**config.mk**
```make
export PLATFORM = sky130hd
export DESIGN_NAME = dda_dashed_line_rasterizer
export DESIGN_NICKNAME = d
export VERILOG_FILES = /design/src/hdl/dda_pkg.sv /design/src/hdl/dda_div.sv /design/src/hdl/dda_ctrl.sv /design/src/hdl/dda_dp.sv /design/src/hdl/dda_dashed_line_rasterizer.sv
export SDC_FILE = /design/constraint.sdc
export NUM_CORES = 1
export LEC_CHECK = 0
export BUFFER_PORTS_ARGS = -buffer_cell sky130_fd_sc_hd__buf_2
export CAP_MARGIN = 40
export CORE_ASPECT_RATIO = 0.9
export CORE_UTILIZATION = 38
export DETAILED_ROUTE_END_ITERATION = 6
export PLACE_DENSITY_LB_ADDON = 0.15
export SYNTH_ARGS = -nofsm -noshare
export SYNTH_HDL_FRONTEND = slang
export SYNTH_SLANG_ARGS = --single-unit
export TNS_END_PERCENT = 10
```
**constraint.sdc**
```tcl
create_clock -name clk -period 4 [get_ports clk]
set_input_delay 0.2 -clock clk [delete_from_list [all_inputs] [get_ports clk]]
set_output_delay 0.2 -clock clk [all_outputs]
set_load 0.03 [all_outputs]
```
**src/hdl/dda_pkg.sv**
```systemverilog
// ----------------------------------------------------------------------------
// dda_pkg
// Shared types and constants for the dashed DDA line rasterizer.
// ----------------------------------------------------------------------------
package dda_pkg;

	localparam int COORD_BITS = 12;
	localparam int DASH_BITS  = 8;
	localparam int CFG_IDX_W  = 2;

	// Function codes of an input item.
	localparam logic FUNC_LOAD = 1'b0;
	localparam logic FUNC_STEP = 1'b1;

	// Configuration register indexes.
	localparam logic [CFG_IDX_W-1:0] CFG_DASH_ENABLE    = 2'd0;
	localparam logic [CFG_IDX_W-1:0] CFG_DASH_PERIOD    = 2'd1;
	localparam logic [CFG_IDX_W-1:0] CFG_DASH_ON_LENGTH = 2'd2;

	// Configuration reset values.
	localparam logic                 DASH_ENABLE_RST    = 1'b0;
	localparam logic [DASH_BITS-1:0] DASH_PERIOD_RST    = 8'd10;
	localparam logic [DASH_BITS-1:0] DASH_ON_LENGTH_RST = 8'd5;

	typedef struct packed {
		logic                   func;
		logic [COORD_BITS-1:0]  start_x;
		logic [COORD_BITS-1:0]  start_y;
		logic [COORD_BITS-1:0]  end_x;
		logic [COORD_BITS-1:0]  end_y;
	} item_t;

	typedef struct packed {
		logic                   point_valid;
		logic [COORD_BITS-1:0]  pixel_x;
		logic [COORD_BITS-1:0]  pixel_y;
		logic                   visible;
		logic                   last_point;
	} result_t;

	typedef enum logic [1:0] {
		ST_IDLE,
		ST_DIVIDE,
		ST_FINISH
	} state_t;

	// Commands from the controller to the datapath.
	typedef struct packed {
		logic load;      // latch endpoints, start the dividers
		logic step;      // produce one point into the result register
		logic div_step;  // one quotient bit per divider
		logic finish;    // latch the signed increments
	} dp_cmd_t;

endpackage

```
**src/hdl/dda_div.sv**
```systemverilog
// ----------------------------------------------------------------------------
// dda_div
// Restoring divider, one quotient bit per cycle while step is high, for numerator <= divisor.
// ----------------------------------------------------------------------------
module dda_div #(
	parameter int NUM_W = 12,
	parameter int QUO_W = 17
) (
	input  logic             clk,
	input  logic             start,
	input  logic             step,
	input  logic [NUM_W-1:0] num,
	input  logic [NUM_W-1:0] den,
	output logic [QUO_W-1:0] quo
);

	logic [NUM_W:0]   rem_q;
	logic [NUM_W-1:0] den_q;
	logic [QUO_W-1:0] quo_q;
	logic [NUM_W:0]   diff;
	logic [NUM_W:0]   rem_next;
	logic             ge;

	always_comb begin
		ge       = (rem_q >= {1'b0, den_q});
		diff     = rem_q - {1'b0, den_q};
		rem_next = ge ? diff : rem_q;
	end

	// The first step weighs the unshifted numerator, so it yields the integer bit.
	always_ff @(posedge clk) begin
		if (start) begin
			rem_q <= {1'b0, num};
			den_q <= den;
			quo_q <= '0;
		end else if (step) begin
			rem_q <= {rem_next[NUM_W-1:0], 1'b0};
			quo_q <= {quo_q[QUO_W-2:0], ge};
		end
	end

	assign quo = quo_q;

endmodule

```
**src/hdl/dda_ctrl.sv**
```systemverilog
// ----------------------------------------------------------------------------
// dda_ctrl
// Handshake and sequencing controller for the line rasterizer.
// ----------------------------------------------------------------------------
module dda_ctrl #(
	parameter int FRAC_BITS = 16
) (
	input  logic              clk,
	input  logic              arst_n,
	input  logic              item_valid,
	input  logic              item_func,
	output logic              item_stall,
	output logic              result_valid,
	input  logic              result_stall,
	output dda_pkg::dp_cmd_t  cmd
);

	localparam int CNT_W = $clog2(FRAC_BITS + 1);
	localparam logic [CNT_W-1:0] CNT_LAST = CNT_W'(FRAC_BITS);

	dda_pkg::state_t  state_q;
	dda_pkg::state_t  state_next;
	logic [CNT_W-1:0] cnt_q;
	logic             result_valid_q;
	logic             accept;

	assign item_stall = (state_q != dda_pkg::ST_IDLE) || (result_valid_q && result_stall);
	assign accept     = item_valid && !item_stall;

	always_comb begin
		state_next = state_q;
		case (state_q)
			dda_pkg::ST_IDLE: begin
				if (accept && item_func == dda_pkg::FUNC_LOAD)
					state_next = dda_pkg::ST_DIVIDE;
			end
			dda_pkg::ST_DIVIDE: begin
				if (cnt_q == CNT_LAST)
					state_next = dda_pkg::ST_FINISH;
			end
			dda_pkg::ST_FINISH: begin
				state_next = dda_pkg::ST_IDLE;
			end
			default: begin
				state_next = dda_pkg::ST_IDLE;
			end
		endcase
	end

	always_comb begin
		cmd          = '0;
		cmd.load     = accept && (item_func == dda_pkg::FUNC_LOAD);
		cmd.step     = accept && (item_func == dda_pkg::FUNC_STEP);
		cmd.div_step = (state_q == dda_pkg::ST_DIVIDE);
		cmd.finish   = (state_q == dda_pkg::ST_FINISH);
	end

	always_ff @(posedge clk or negedge arst_n) begin
		if (!arst_n) begin
			state_q        <= dda_pkg::ST_IDLE;
			cnt_q          <= '0;
			result_valid_q <= 1'b0;
		end else begin
			state_q <= state_next;
			if (cmd.load)
				cnt_q <= '0;
			else if (cmd.div_step)
				cnt_q <= cnt_q + 1'b1;
			if (cmd.step)
				result_valid_q <= 1'b1;
			else if (!result_stall)
				result_valid_q <= 1'b0;
		end
	end

	assign result_valid = result_valid_q;

endmodule

```
**src/hdl/dda_dp.sv**
```systemverilog
// ----------------------------------------------------------------------------
// dda_dp
// Datapath: endpoint setup, increment dividers, position stepping and dashing.
// ----------------------------------------------------------------------------
module dda_dp #(
	parameter int FRAC_BITS = 16
) (
	input  logic                            clk,
	input  logic                            arst_n,
	input  dda_pkg::dp_cmd_t                cmd,
	input  dda_pkg::item_t                  item,
	input  logic                            cfg_write_en,
	input  logic [dda_pkg::CFG_IDX_W-1:0]   cfg_index,
	input  logic [dda_pkg::DASH_BITS-1:0]   cfg_data,
	output dda_pkg::result_t                result
);

	localparam int C     = dda_pkg::COORD_BITS;
	localparam int D     = dda_pkg::DASH_BITS;
	localparam int POS_W = C + FRAC_BITS + 1;
	localparam int INC_W = FRAC_BITS + 2;
	localparam int QUO_W = FRAC_BITS + 1;
	localparam logic [POS_W-1:0] HALF =
		{{(POS_W-FRAC_BITS){1'b0}}, 1'b1, {(FRAC_BITS-1){1'b0}}};

	// Configuration registers.
	logic         dash_enable_q;
	logic [D-1:0] dash_period_q;
	logic [D-1:0] dash_on_length_q;

	// Line state.
	logic [POS_W-1:0] x_pos_q;
	logic [POS_W-1:0] y_pos_q;
	logic [INC_W-1:0] x_inc_q;
	logic [INC_W-1:0] y_inc_q;
	logic [C:0]       points_left_q;
	logic [D-1:0]     phase_q;
	logic             active_q;
	logic             x_neg_q;
	logic             y_neg_q;
	logic             zero_len_q;
	dda_pkg::result_t result_q;

	// Setup logic.
	logic [C:0]   dx;
	logic [C:0]   dy;
	logic [C:0]   adx_full;
	logic [C:0]   ady_full;
	logic [C-1:0] adx;
	logic [C-1:0] ady;
	logic [C-1:0] steps;
	logic [QUO_W-1:0] x_quo;
	logic [QUO_W-1:0] y_quo;
	logic [INC_W-1:0] x_mag;
	logic [INC_W-1:0] y_mag;

	// Step logic.
	logic [POS_W-1:0] x_round;
	logic [POS_W-1:0] y_round;
	logic [D:0]       phase_inc;
	logic             phase_wrap;

	always_comb begin
		dx       = {item.end_x[C-1], item.end_x} - {item.start_x[C-1], item.start_x};
		dy       = {item.end_y[C-1], item.end_y} - {item.start_y[C-1], item.start_y};
		adx_full = dx[C] ? (~dx + 1'b1) : dx;
		ady_full = dy[C] ? (~dy + 1'b1) : dy;
		adx      = adx_full[C-1:0];
		ady      = ady_full[C-1:0];
		steps    = (adx > ady) ? adx : ady;
	end

	dda_div #(.NUM_W(C), .QUO_W(QUO_W)) u_div_x (
		.clk   (clk),
		.start (cmd.load),
		.step  (cmd.div_step),
		.num   (adx),
		.den   (steps),
		.quo   (x_quo)
	);

	dda_div #(.NUM_W(C), .QUO_W(QUO_W)) u_div_y (
		.clk   (clk),
		.start (cmd.load),
		.step  (cmd.div_step),
		.num   (ady),
		.den   (steps),
		.quo   (y_quo)
	);

	always_comb begin
		x_mag      = {1'b0, x_quo};
		y_mag      = {1'b0, y_quo};
		x_round    = x_pos_q + HALF;
		y_round    = y_pos_q + HALF;
		phase_inc  = {1'b0, phase_q} + 1'b1;
		phase_wrap = (dash_period_q != '0) && (phase_inc >= {1'b0, dash_period_q});
	end

	always_ff @(posedge clk or negedge arst_n) begin
		if (!arst_n) begin
			dash_enable_q    <= dda_pkg::DASH_ENABLE_RST;
			dash_period_q    <= dda_pkg::DASH_PERIOD_RST;
			dash_on_length_q <= dda_pkg::DASH_ON_LENGTH_RST;
			x_pos_q          <= '0;
			y_pos_q          <= '0;
			x_inc_q          <= '0;
			y_inc_q          <= '0;
			points_left_q    <= '0;
			phase_q          <= '0;
			active_q         <= 1'b0;
		end else begin
			if (cfg_write_en) begin
				case (cfg_index)
					dda_pkg::CFG_DASH_ENABLE:    dash_enable_q    <= cfg_data[0];
					dda_pkg::CFG_DASH_PERIOD:    dash_period_q    <= cfg_data;
					dda_pkg::CFG_DASH_ON_LENGTH: dash_on_length_q <= cfg_data;
					default: ;
				endcase
			end

			if (cmd.load) begin
				x_pos_q       <= {item.start_x[C-1], item.start_x, {FRAC_BITS{1'b0}}};
				y_pos_q       <= {item.start_y[C-1], item.start_y, {FRAC_BITS{1'b0}}};
				points_left_q <= {1'b0, steps} + 1'b1;
				phase_q       <= '0;
				active_q      <= 1'b1;
			end else if (cmd.step && active_q) begin
				x_pos_q       <= x_pos_q + {{(POS_W-INC_W){x_inc_q[INC_W-1]}}, x_inc_q};
				y_pos_q       <= y_pos_q + {{(POS_W-INC_W){y_inc_q[INC_W-1]}}, y_inc_q};
				points_left_q <= points_left_q - 1'b1;
				phase_q       <= phase_wrap ? '0 : phase_inc[D-1:0];
				if (points_left_q == {{C{1'b0}}, 1'b1})
					active_q <= 1'b0;
			end

			// A zero-length line would divide zero by zero; its increments are set to zero.
			if (cmd.finish) begin
				if (zero_len_q) begin
					x_inc_q <= '0;
					y_inc_q <= '0;
				end else begin
					x_inc_q <= x_neg_q ? (~x_mag + 1'b1) : x_mag;
					y_inc_q <= y_neg_q ? (~y_mag + 1'b1) : y_mag;
				end
			end
		end
	end

	always_ff @(posedge clk) begin
		if (cmd.load) begin
			x_neg_q    <= dx[C];
			y_neg_q    <= dy[C];
			zero_len_q <= (steps == '0);
		end
		if (cmd.step) begin
			if (active_q) begin
				result_q.point_valid <= 1'b1;
				result_q.pixel_x     <= x_round[FRAC_BITS+C-1:FRAC_BITS];
				result_q.pixel_y     <= y_round[FRAC_BITS+C-1:FRAC_BITS];
				result_q.visible     <= !dash_enable_q || (phase_q < dash_on_length_q);
				result_q.last_point  <= (points_left_q == {{C{1'b0}}, 1'b1});
			end else begin
				result_q <= '0;
			end
		end
	end

	assign result = result_q;

endmodule

```
**src/hdl/dda_dashed_line_rasterizer.sv**
```systemverilog
// ----------------------------------------------------------------------------
// dda_dashed_line_rasterizer
// DDA line rasterizer with a configurable dash pattern, top level.
// ----------------------------------------------------------------------------
//
//  Channel   Signals                                Beat
//  --------  -------------------------------------  --------------------------
//  item      item_valid / item_stall / item         load (func 0) or step
//  result    result_valid / result_stall / result   one point per step beat
//  config    cfg_write_en / cfg_index / cfg_data    register write, no handshake
//
//  A step beat's point sits in the result register in the cycle after the beat
//  is taken, so points stream at one per cycle while result is taken.
//  A load beat starts the two iterative dividers, one quotient bit per cycle;
//  item_stall stays high through the divide and finish states after it, and a
//  load gives no result. item_stall also rises while a finished point waits
//  under result_stall. Reset clears the line state and sets the dash registers
//  to disabled, period 10 and on-length 5.
//
module dda_dashed_line_rasterizer #(
	parameter int FRAC_BITS = 16
) (
	input  logic                            clk,
	input  logic                            arst_n,
	input  logic                            item_valid,
	output logic                            item_stall,
	input  dda_pkg::item_t                  item,
	output logic                            result_valid,
	input  logic                            result_stall,
	output dda_pkg::result_t                result,
	input  logic                            cfg_write_en,
	input  logic [dda_pkg::CFG_IDX_W-1:0]   cfg_index,
	input  logic [dda_pkg::DASH_BITS-1:0]   cfg_data
);

	dda_pkg::dp_cmd_t cmd;

	dda_ctrl #(.FRAC_BITS(FRAC_BITS)) u_ctrl (
		.clk          (clk),
		.arst_n       (arst_n),
		.item_valid   (item_valid),
		.item_func    (item.func),
		.item_stall   (item_stall),
		.result_valid (result_valid),
		.result_stall (result_stall),
		.cmd          (cmd)
	);

	dda_dp #(.FRAC_BITS(FRAC_BITS)) u_dp (
		.clk          (clk),
		.arst_n       (arst_n),
		.cmd          (cmd),
		.item         (item),
		.cfg_write_en (cfg_write_en),
		.cfg_index    (cfg_index),
		.cfg_data     (cfg_data),
		.result       (result)
	);

endmodule

```
Word-level counts from Yosys, hierarchy flattened
Index checks and enable logic that the tools add are counted.
{ "totals": {"ff_bits": 243, "inputBits": 64, "out_inout_bits": 29, "word_cells": 119} }
{ "classes": {"add_sub_neg": 16, "magnitude_cmp": 5, "eq_ne": 9, "mux": 33, "bitwise": 5, "reduce_logical": 23} }
{ "ops": {"columns": ["operator", "n"], "rows": [
  ["29-bit two-way mux", 4],
  ["12-bit two-way mux", 9],
  ["18-bit two-way mux", 4],
  ["29-bit adder", 2],
  ["28-bit by 16-bit adder with 28-bit output (second input constant)", 2],
  ["18-bit by 1-bit adder with 18-bit output (second input constant)", 2],
  ["17-bit NOT with 18-bit output", 2],
  ["27-bit two-way mux", 1],
  ["13-bit by 12-bit greater-or-equal comparator with 1-bit output", 2],
  ["13-bit two-way mux", 2],
  ["12-bit by 12-bit subtractor with 13-bit output", 2],
  ["12-bit by 1-bit adder with 12-bit output (second input constant)", 2],
  ["8-bit two-way mux", 3],
  ["12-bit NOT", 2],
  ["12-bit subtractor", 2],
  ["12-bit by 1-bit adder with 13-bit output (second input constant)", 1],
  ["13-bit by 1-bit equality test with 1-bit output (second input constant)", 1],
  ["13-bit by 1-bit subtractor with 13-bit output (second input constant)", 1],
  ["12-bit greater-than comparator", 1],
  ["12-bit logical NOT", 1],
  ["5-bit two-way mux", 2],
  ["2-bit AND reduction", 5],
  ["8-bit by 1-bit adder with 9-bit output (second input constant)", 1],
  ["9-bit by 8-bit greater-or-equal comparator with 1-bit output", 1],
  ["other kinds (17)", 36]
]} }

Depth between registers and ports, before layout
Gate-level depths: netlist of the first run.
{ "logic_depth": {"depth_word": 8, "depth_mapped": 33, "ltp_nobuf": 31} }

Cells and area by module
Synthesis of the first run repeated with hierarchy kept, for this count alone.
{ "hier_totals": {"hier_cells": 1972, "area_unflattened_um2": 17964.7} }
{ "modules_own_cells": {"columns": ["mod", "instances", "cells_per_inst", "area_per_inst_um2", "seq_area_each_um2"], "rows": [
  ["dda_dp", 1, 1490, 13016.2, 4184.0],
  ["dda_div", 2, 220, 2259.7, 1081.0],
  ["dda_ctrl", 1, 42, 429.2, 200.2]
]} }

Least setup slack after synthesis of the first run
Ideal clock, no wire load.
{ "synth_timing": {"path_type": "input port to flip-flop", "startpoint": "in item[12] (netlist bit)", "endpoint": "reg u_dp.points_left_q[10]", "setup_time_ns": 0.077, "arrival_time_ns": 5.774, "t_required_ns": 3.923, "setup_slack_ns": -1.851, "path_stages": 28, "n_path_buf": 1, "path_cell_list": "inv_1 ha_1 fa_1 nor2b_1 o21a_1 nor2_1 xnor2_1 or4_4 o41ai_1 xnor2_1 xnor2_1 inv_1 ha_1 nand2_1 nor4_1 o32ai_1 a21o_4 nor2_4 buf_12 mux2_2 inv_2 ha_1 nand4_1 or3_1 nor3_1 mux2i_1 xor2_1 o21ai_1"} }
{ "synth_via": {"elab_chain_len": 8} }
{ "synth_lines": {"columns": ["item", "line_no", "rtl"], "rows": [
  ["from (decl)", "dda_dashed_line_rasterizer.sv:27", "input dda_pkg::item_t item,"],
  ["12-bit by 12-bit subtractor with 13-bit output *", "dda_dp.sv:64", "dx = {item.end_x[C-1], item.end_x} - {item.start_x[C-1], item.start_x};"],
  ["12-bit NOT", "dda_dp.sv:66", "adx_full = dx[C] ? (~dx + 1'b1) : dx;"],
  ["12-bit by 1-bit adder with 12-bit output", "dda_dp.sv:66", null],
  ["12-bit two-way mux *", "dda_dp.sv:66", null],
  ["12-bit greater-than comparator", "dda_dp.sv:70", "steps = (adx > ady) ? adx : ady;"],
  ["12-bit two-way mux *", "dda_dp.sv:70", null],
  ["net u_dp.steps[0]", "dda_dp.sv:51", "logic [C-1:0] steps;"],
  ["12-bit by 1-bit adder with 13-bit output *", "dda_dp.sv:125", "points_left_q <= {1'b0, steps} + 1'b1;"],
  ["13-bit two-way mux *", "dda_dp.sv:122", "if (cmd.load) begin"],
  ["to (signal assigned)", "dda_dp.sv:125", null],
  ["to (signal assigned)", "dda_dp.sv:131", "points_left_q <= points_left_q - 1'b1;"],
  ["to (decl)", "dda_dp.sv:36", "logic [C:0] points_left_q;"]
]} }
The timed path passes the listed nets; every way through them passes the cells marked *.
A chain may end at the register's enable or synchronous reset.

Final worst setup path of the first run
{ "layout_timing": {"startpoint": "in item[36] (netlist bit)", "endpoint": "reg u_dp.points_left_q[12]"} }
Same word-level chain as after synthesis.

==> results of run 1 <==
[per-stage QoR]
stage | TNS [ns] | setup slack [ns] | instances
floorplan | -9.612 | -1.208 | 1865
global placement | -23.94 | -1.466 | 2646
detailed placement | -24.81 | -1.518 | 2650
CTS | -6.005 | -0.6949 | 2749
global route | -11.78 | -0.9663 | 2756
finish | -6.572 | -0.7515 | 2756
[Yosys cell counts, types with 9 or more instances]
cell type / instances / area [sq um]
a211oi_1: 24 / 180.2
a21boi_0: 12 / 90.09
a21o_1: 27 / 202.7
a21oi_1: 97 / 485.5
a22o_1: 32 / 280.3
a22oi_1: 20 / 150.1
and2_1: 11 / 68.82
and3_1: 14 / 87.58
clkbuf_1: 54 / 202.7
dfrtp_1: 135 / 3378
dfxtp_1: 36 / 720.7
edfxtp_1: 66 / 1982
ha_1: 141 / 1764
inv_1: 129 / 484.2
mux2_2: 24 / 270.3
mux2i_1: 17 / 170.2
nand2_1: 187 / 701.9
nand2b_1: 34 / 212.7
nand3_1: 67 / 335.3
nand4_1: 18 / 112.6
nor2_1: 121 / 454.2
nor2b_1: 25 / 156.4
nor3_1: 38 / 190.2
o21a_1: 17 / 127.6
o21ai_0: 155 / 775.7
o21ai_1: 16 / 80.08
o21bai_1: 9 / 67.56
o31ai_1: 22 / 165.2
or3_1: 30 / 187.7
xnor2_1: 77 / 674.4
xor2_1: 72 / 630.6
[timing repair]
action,4_1_cts,5_1_grt
endpoints found under the setup margin,24,52
endpoints found under the hold margin,111,0
setup buffers,22,7
pin swaps,14,17
resized for setup,24,64
hold buffers,25,0
[flip-flops by register name, indices dropped and copies added (netlist names), 12 cells and up]
name / flops
u_dp.u_div_y.quo: 17
u_dp.u_div_x.quo: 17
u_dp.y_pos_q: 28
u_dp.result: 27
u_dp.u_div_y.rem_q: 13
u_dp.u_div_x.den_q: 12
u_dp.x_inc_q: 18
u_dp.points_left_q: 13
u_dp.x_pos_q: 28
u_dp.y_inc_q: 18
u_dp.u_div_x.rem_q: 13
[layer usage]
metal | up-vias | GRT usage | share of wire
li1 | 7309 | - | -
met1 | 6875 | 0.3010 | 0.49
met2 | 247 | 0.3330 | 0.45
met3 | 55 | 0.02453 | 0.040
met4 | 0 | 0.03966 | 0.017
met5 | - | 0 | 0
[cell type report]
cell class              instances  area [sq um]  area share
inverters                     131         498.0     0.02337
multi-input cells            1429         10390      0.4877
clock inverters                10         105.1    0.004933
flip-flops and latches        241          6186      0.2903
well taps                     555         694.4     0.03259
clock buffers                  42         878.3     0.04122
repair buffers                348          2554      0.1199
[worst reg2reg max path: stages, from the launching register on]
cell      delay, ns
edfxtp_1       0.39
inv_1          0.15
ha_1           0.26
nor2b_1        0.13
o21ai_0        0.19
a21boi_0       0.14
o21ai_0        0.23
a21boi_0       0.15
o21ai_0        0.25
a21boi_0       0.16
o21ai_0        0.22
a21boi_0       0.21
o41ai_2        0.30
buf_6          0.28
nor3_1         0.09
a211oi_1       0.25
a21oi_1        0.07
[where the power goes]
| group | leakage (nW) | internal, W | switching (W) |
|---|---|---|---|
| Clock | 0.488 | 0.00159 | 0.00110 |
| Sequential | 2.74 | 0.00363 | 0.000830 |
| Combinational | 6.50 | 0.00362 | 0.00426 |
[cell families after synthesis]
logic type,Yosys count,synth area share
fa+ha+maj,147,0.1126
buf+inv,195,0.04492
mux,46,0.03199
xor+xnor,152,0.08088
flops,241,0.3696
simple gates,586,0.1684
compound gates,498,0.1917
[path summary, 6_finish.rpt]
path                                         from                endpoint  slack [ns]  cells past startpoint
min in group asynchronous                  arst_n   u_dp.dash_period_q[2]        0.27                      2
max in group asynchronous                  arst_n         u_dp.y_pos_q[5]        2.93                      3
min                                      item[29]        u_dp.y_pos_q[21]        0.02                      4
min reg2reg                u_dp.u_div_y.rem_q[12]  u_dp.u_div_y.rem_q[12]        0.46                      2
max                                      item[36]  u_dp.points_left_q[12]       -0.75                     26
max reg2reg                 u_dp.u_div_x.den_q[1]  u_dp.u_div_y.rem_q[10]        0.25                     16
==> results.yml, run 1 <==
status:
  status: "finished, violations left"
  violations: "negative setup slack"
global_route:
  overflow: 0
  grt_max_degree: 84
  grt_pass1_wl_um: 75230
  antenna_found_initial: 0
  grt_pass1_vias: 14230
  grt.total_usage: 0.2076
synthesis:
  syn-num-nets: 2076
  ys_seq_area_frac: 0.3696
  yosysUniqueCellTypes: 82
  yosys_warnings: 0
  syn_area_sq_um: 16740
  dominantRegCellSynth: "dfrtp_1"
  synth_edf_count: 66
  synth_area_per_cell_sq_um: 8.975
  ys_async_sr_fraction: 0.5768
  syn-instance-count: 1865
  yosys_register_bits: 241
drt:
  first_pass_iters: 5
  wl_per_cell_um: 16.86
  drt_iter0_drc: 840
  vias_per_cell: 5.256
  drcViolationCount: 0
  vias: 14490
  routed_wl_um: 46460
  ant_nets: 0
finish:
  synthToLayoutAreaGrowth_pct: 27.29
  drive_above_1_share: 0.2322
  num-fill-cells: 4073
  fin_area_sq_um: 21310
  layout_commonest_cell: "buf_4"
  diodes: 0
  final_cell_mix: "buf_4, nand2_1, o21ai_0"
  finalCoreUtilization: 0.4927
  nets: 2390
sta:
  relSlewSlack: 0.4454
  setup_ws_ns: -0.7515
  maxClockFrequency_mhz: 210.5
  grt_setup_unrepaired: "yes"
  final_hold_viol_count: 0
  setup_viol: 22
  period_share: 1.188
  finalClockSkew_ns: 0.02456
  holdWs_ns: 0.02377
  drv_slew: 0
  period_needed_ns: 4.751
  tightest_slew_ns: 0.8318
worst_setup_path:
  slowest_delay_ns: 0.56
  crit_required_ns: 4.50
  path_common_cell: "ha_4"
  endpoint_kind: "register"
  worst_ep_arrival_time_ns: 5.25
  cp_slowest_cell: "or4_4"
  crit_buf_inv: 3
  path_class: "in2reg"
  cpLargestDelayFamily: "simple AND/OR/NAND/NOR gates"
  critPathMaxFanout: 4
  critPathLaunchType: "input port"
power_and_ir_drop:
  power_density_nw_per_um2: 706.0
  power.total_w: 0.01504
  p_leak_nw: 9.728
  ir_worst_vdd_mv: 0.4346
clock_network:
  numCtsBuffers: 28
  clk_path_buf_depth: 3
  cts_tree: "done"
  cts.reportedPaths.clkPinSlew_ns: 0.06
  cts_sinks: 241
  root_buffer: "clkbuf_16"
  h-tree-depth: 1
  clk_latency_ns: 0.58
floorplanning:
  fp.dieH_um: 201.1
  initial_core_util: 0.3871
  die_w_um: 223.2
  coreArea_sq_um: 43240
  dieArea_sq_um: 44890
  rows: 72
  ios: 93
hold_path:
  hold_class: "in2reg"
placed_design:
  dpl_cell_area_sq_um: 19430
  portBuffers: 92
  gp_congestion: 0.8695
  hpwl_um: 34380
run:
  cap_violations: 0
Power figures use the tool's default switching activity.
==> run 2, diff against run 1 <==
- RECOVER_POWER: unset -> 25
==> run 2 against run 1 <==
Compared with the run above: the run ends with max-capacitance violations, max-slew violations, negative setup slack left; sequential cell count unchanged; global-route usage unchanged; critical path depth unchanged; non-clock buffer count stayed put; total power stayed put; utilization about the same; sequential share of layout area about the same; clock-buffer cell count unchanged; worst hold slack improved by 0.00075 ns; cell count did not move; maximum frequency barely moved.
==> results.yml, run 2 (synthesized netlist as in run 1, its figures left out) <==
placed_design:
  hpwl_um: 34380
  dpl_cell_area_sq_um: 19430
  gp_congestion: 0.8695
  portBuffers: 92
  post-place-ws_ns: -1.518
  place_inst: 2650
clock_network:
  root_buffer: "clkbuf_16"
  clk_latency_ns: 0.58
  clk_path_buf_depth: 3
  cts.reportedPaths.clkPinSlew_ns: 0.06
  cts_sinks: 241
  cts_tree: "done"
  numCtsBuffers: 28
  h-tree-depth: 1
global_route:
  grt_busiest_layer: "met2"
  grt_pass1_wl_um: 75230
  grtUsageMet3: 0.02453
  grt_max_degree: 84
  grt_use_met1: 0.3010
  antenna_found_initial: 0
  grtUsageMet2: 0.3330
  overflow: 0
  grt_pass1_vias: 14230
  grt.total_usage: 0.2076
finish:
  finalCoreUtilization: 0.4922
  nets: 2390
  drive_above_1_share: 0.2317
  finalNonFillerCells: 2756
  synthToLayoutAreaGrowth_pct: 27.16
  final_cell_mix: "buf_4, nand2_1, o21ai_0"
  fin_area_sq_um: 21290
  layout_commonest_cell: "buf_4"
  diodes: 0
drt:
  routed_wl_um: 46480
  vias: 14480
  drt_iter0_drc: 870
  vias_per_cell: 5.255
  drcViolationCount: 0
  first_pass_iters: 5
  ant_nets: 0
  wl_per_cell_um: 16.86
sta:
  finalClockSkew_ns: 0.02462
  setup_viol: 23
  relSlewSlack: -0.4659
  period_needed_ns: 4.754
  setup_ws_ns: -0.7538
  period_share: 1.188
  final_hold_viol_count: 0
  tightest_slew_ns: 2.199
  maxClockFrequency_mhz: 210.4
  grt_setup_unrepaired: "yes"
  drv_slew: 84
power_and_ir_drop:
  ir_worst_vdd_mv: 0.4347
  power_density_nw_per_um2: 706.7
  power.total_w: 0.01504
  p_leak_nw: 9.720
status:
  violations: "max-capacitance violations, max-slew violations, negative setup slack"
  status: "finished, violations left"
floorplanning:
  ios: 93
  dieArea_sq_um: 44890
  rows: 72
  die_w_um: 223.2
  initial_core_util: 0.3871
  coreArea_sq_um: 43240
  fp.dieH_um: 201.1
worst_setup_path:
  path_class: "in2reg"
  r2r_cells: 16
  worst_r2r_endpoint: "u_dp.y_pos_q[22]"
  worst_ep_arrival_time_ns: 5.25
  ff2ff_setup_slack_ns: 0.24
  critPathMaxFanout: 4
  critPathLaunchType: "input port"
  r2r_start: "u_dp.y_inc_q[0]"
  crit_required_ns: 4.50
  endpoint_kind: "register"
run:
  cap_violations: 2
hold_path:
  min_from: "item[29]"
  hold_class: "in2reg"
  hold_end: "u_dp.y_pos_q[21]"
  hold_depth: 4
-- run 2: cell count changes in the layout (fill, tap and decap cells not counted), sizes merged --
cell / delta
clkbuf: +2
buf: -2
-- run 2: layout make-up --
class	instances	area, sq um
Inverter	131	498.0
Sequential cell	241	6186
Clock inverter	10	105.1
Tap cell	555	694.4
Clock buffer	42	878.3
Multi-Input combinational cell	1429	10390
Timing Repair Buffer	348	2532
Fill cell	4077	21960
-- run 2: metrics by stage --
stage,TNS [ns],hold WS [ns]
2_1_floorplan,-9.612,-0.09559
3_3_place_gp,-23.94,0.3173
3_5_place_dp,-24.81,0.3152
4_1_cts,-6.005,0.001322
5_1_grt,-11.78,0.02494
6_report,-6.631,0.02451
-- run 2: worst max-delay path, cell delays in order --
cell,delay (ns)
buf_8,0.10
ha_4,0.15
fa_2,0.38
xor2_2,0.18
and3_4,0.22
nand2b_4,0.05
or4_4,0.56
o41ai_4,0.41
xnor2_2,0.13
xnor2_2,0.24
inv_2,0.09
ha_4,0.29
nand2_4,0.06
nor4_4,0.17
nor2_1,0.09
a21o_4,0.23
nor2_4,0.13
mux2_4,0.33
inv_4,0.07
ha_4,0.11
nand4_1,0.10
or3_4,0.36
nor3_2,0.16
mux2i_1,0.12
nand4b_1,0.19
o21ai_1,0.11
-- run 2: metal layers --
metal	vias up	part of all wire
met3	57	0.037
met4	0	0.017
li1	7317	-
met5	-	0
met2	231	0.45
met1	6879	0.50
-- run 2: report_power, final --
part	total (W)	switching (W)	leakage, nW	internal [W]
sequential	0.00446	0.000831	2.74	0.00363
clock	0.00270	0.00110	0.488	0.00159
combinational	0.00789	0.00427	6.49	0.00362
total	0.0150	0.00620	9.72	0.00884
-- run 2: what timing repair did --
action	CTS	global route
gates resized for setup	24	64
setup buffers	22	7
pin swaps	14	17
setup endpoints to repair	24	52
hold buffers	25	0
hold endpoints to repair	111	0
-- run 2: worst max path at each step --
stage / from / end / depth (start not counted)
2_1_floorplan: item[12] / u_dp.points_left_q[10] / 27
3_3_place_gp: item[36] / u_dp.points_left_q[10] / 31
3_5_place_dp: item[36] / u_dp.points_left_q[12] / 31
4_1_cts: item[36] / u_dp.points_left_q[12] / 26
5_1_grt: item[12] / u_dp.points_left_q[12] / 27
6_report: item[36] / u_dp.points_left_q[12] / 26
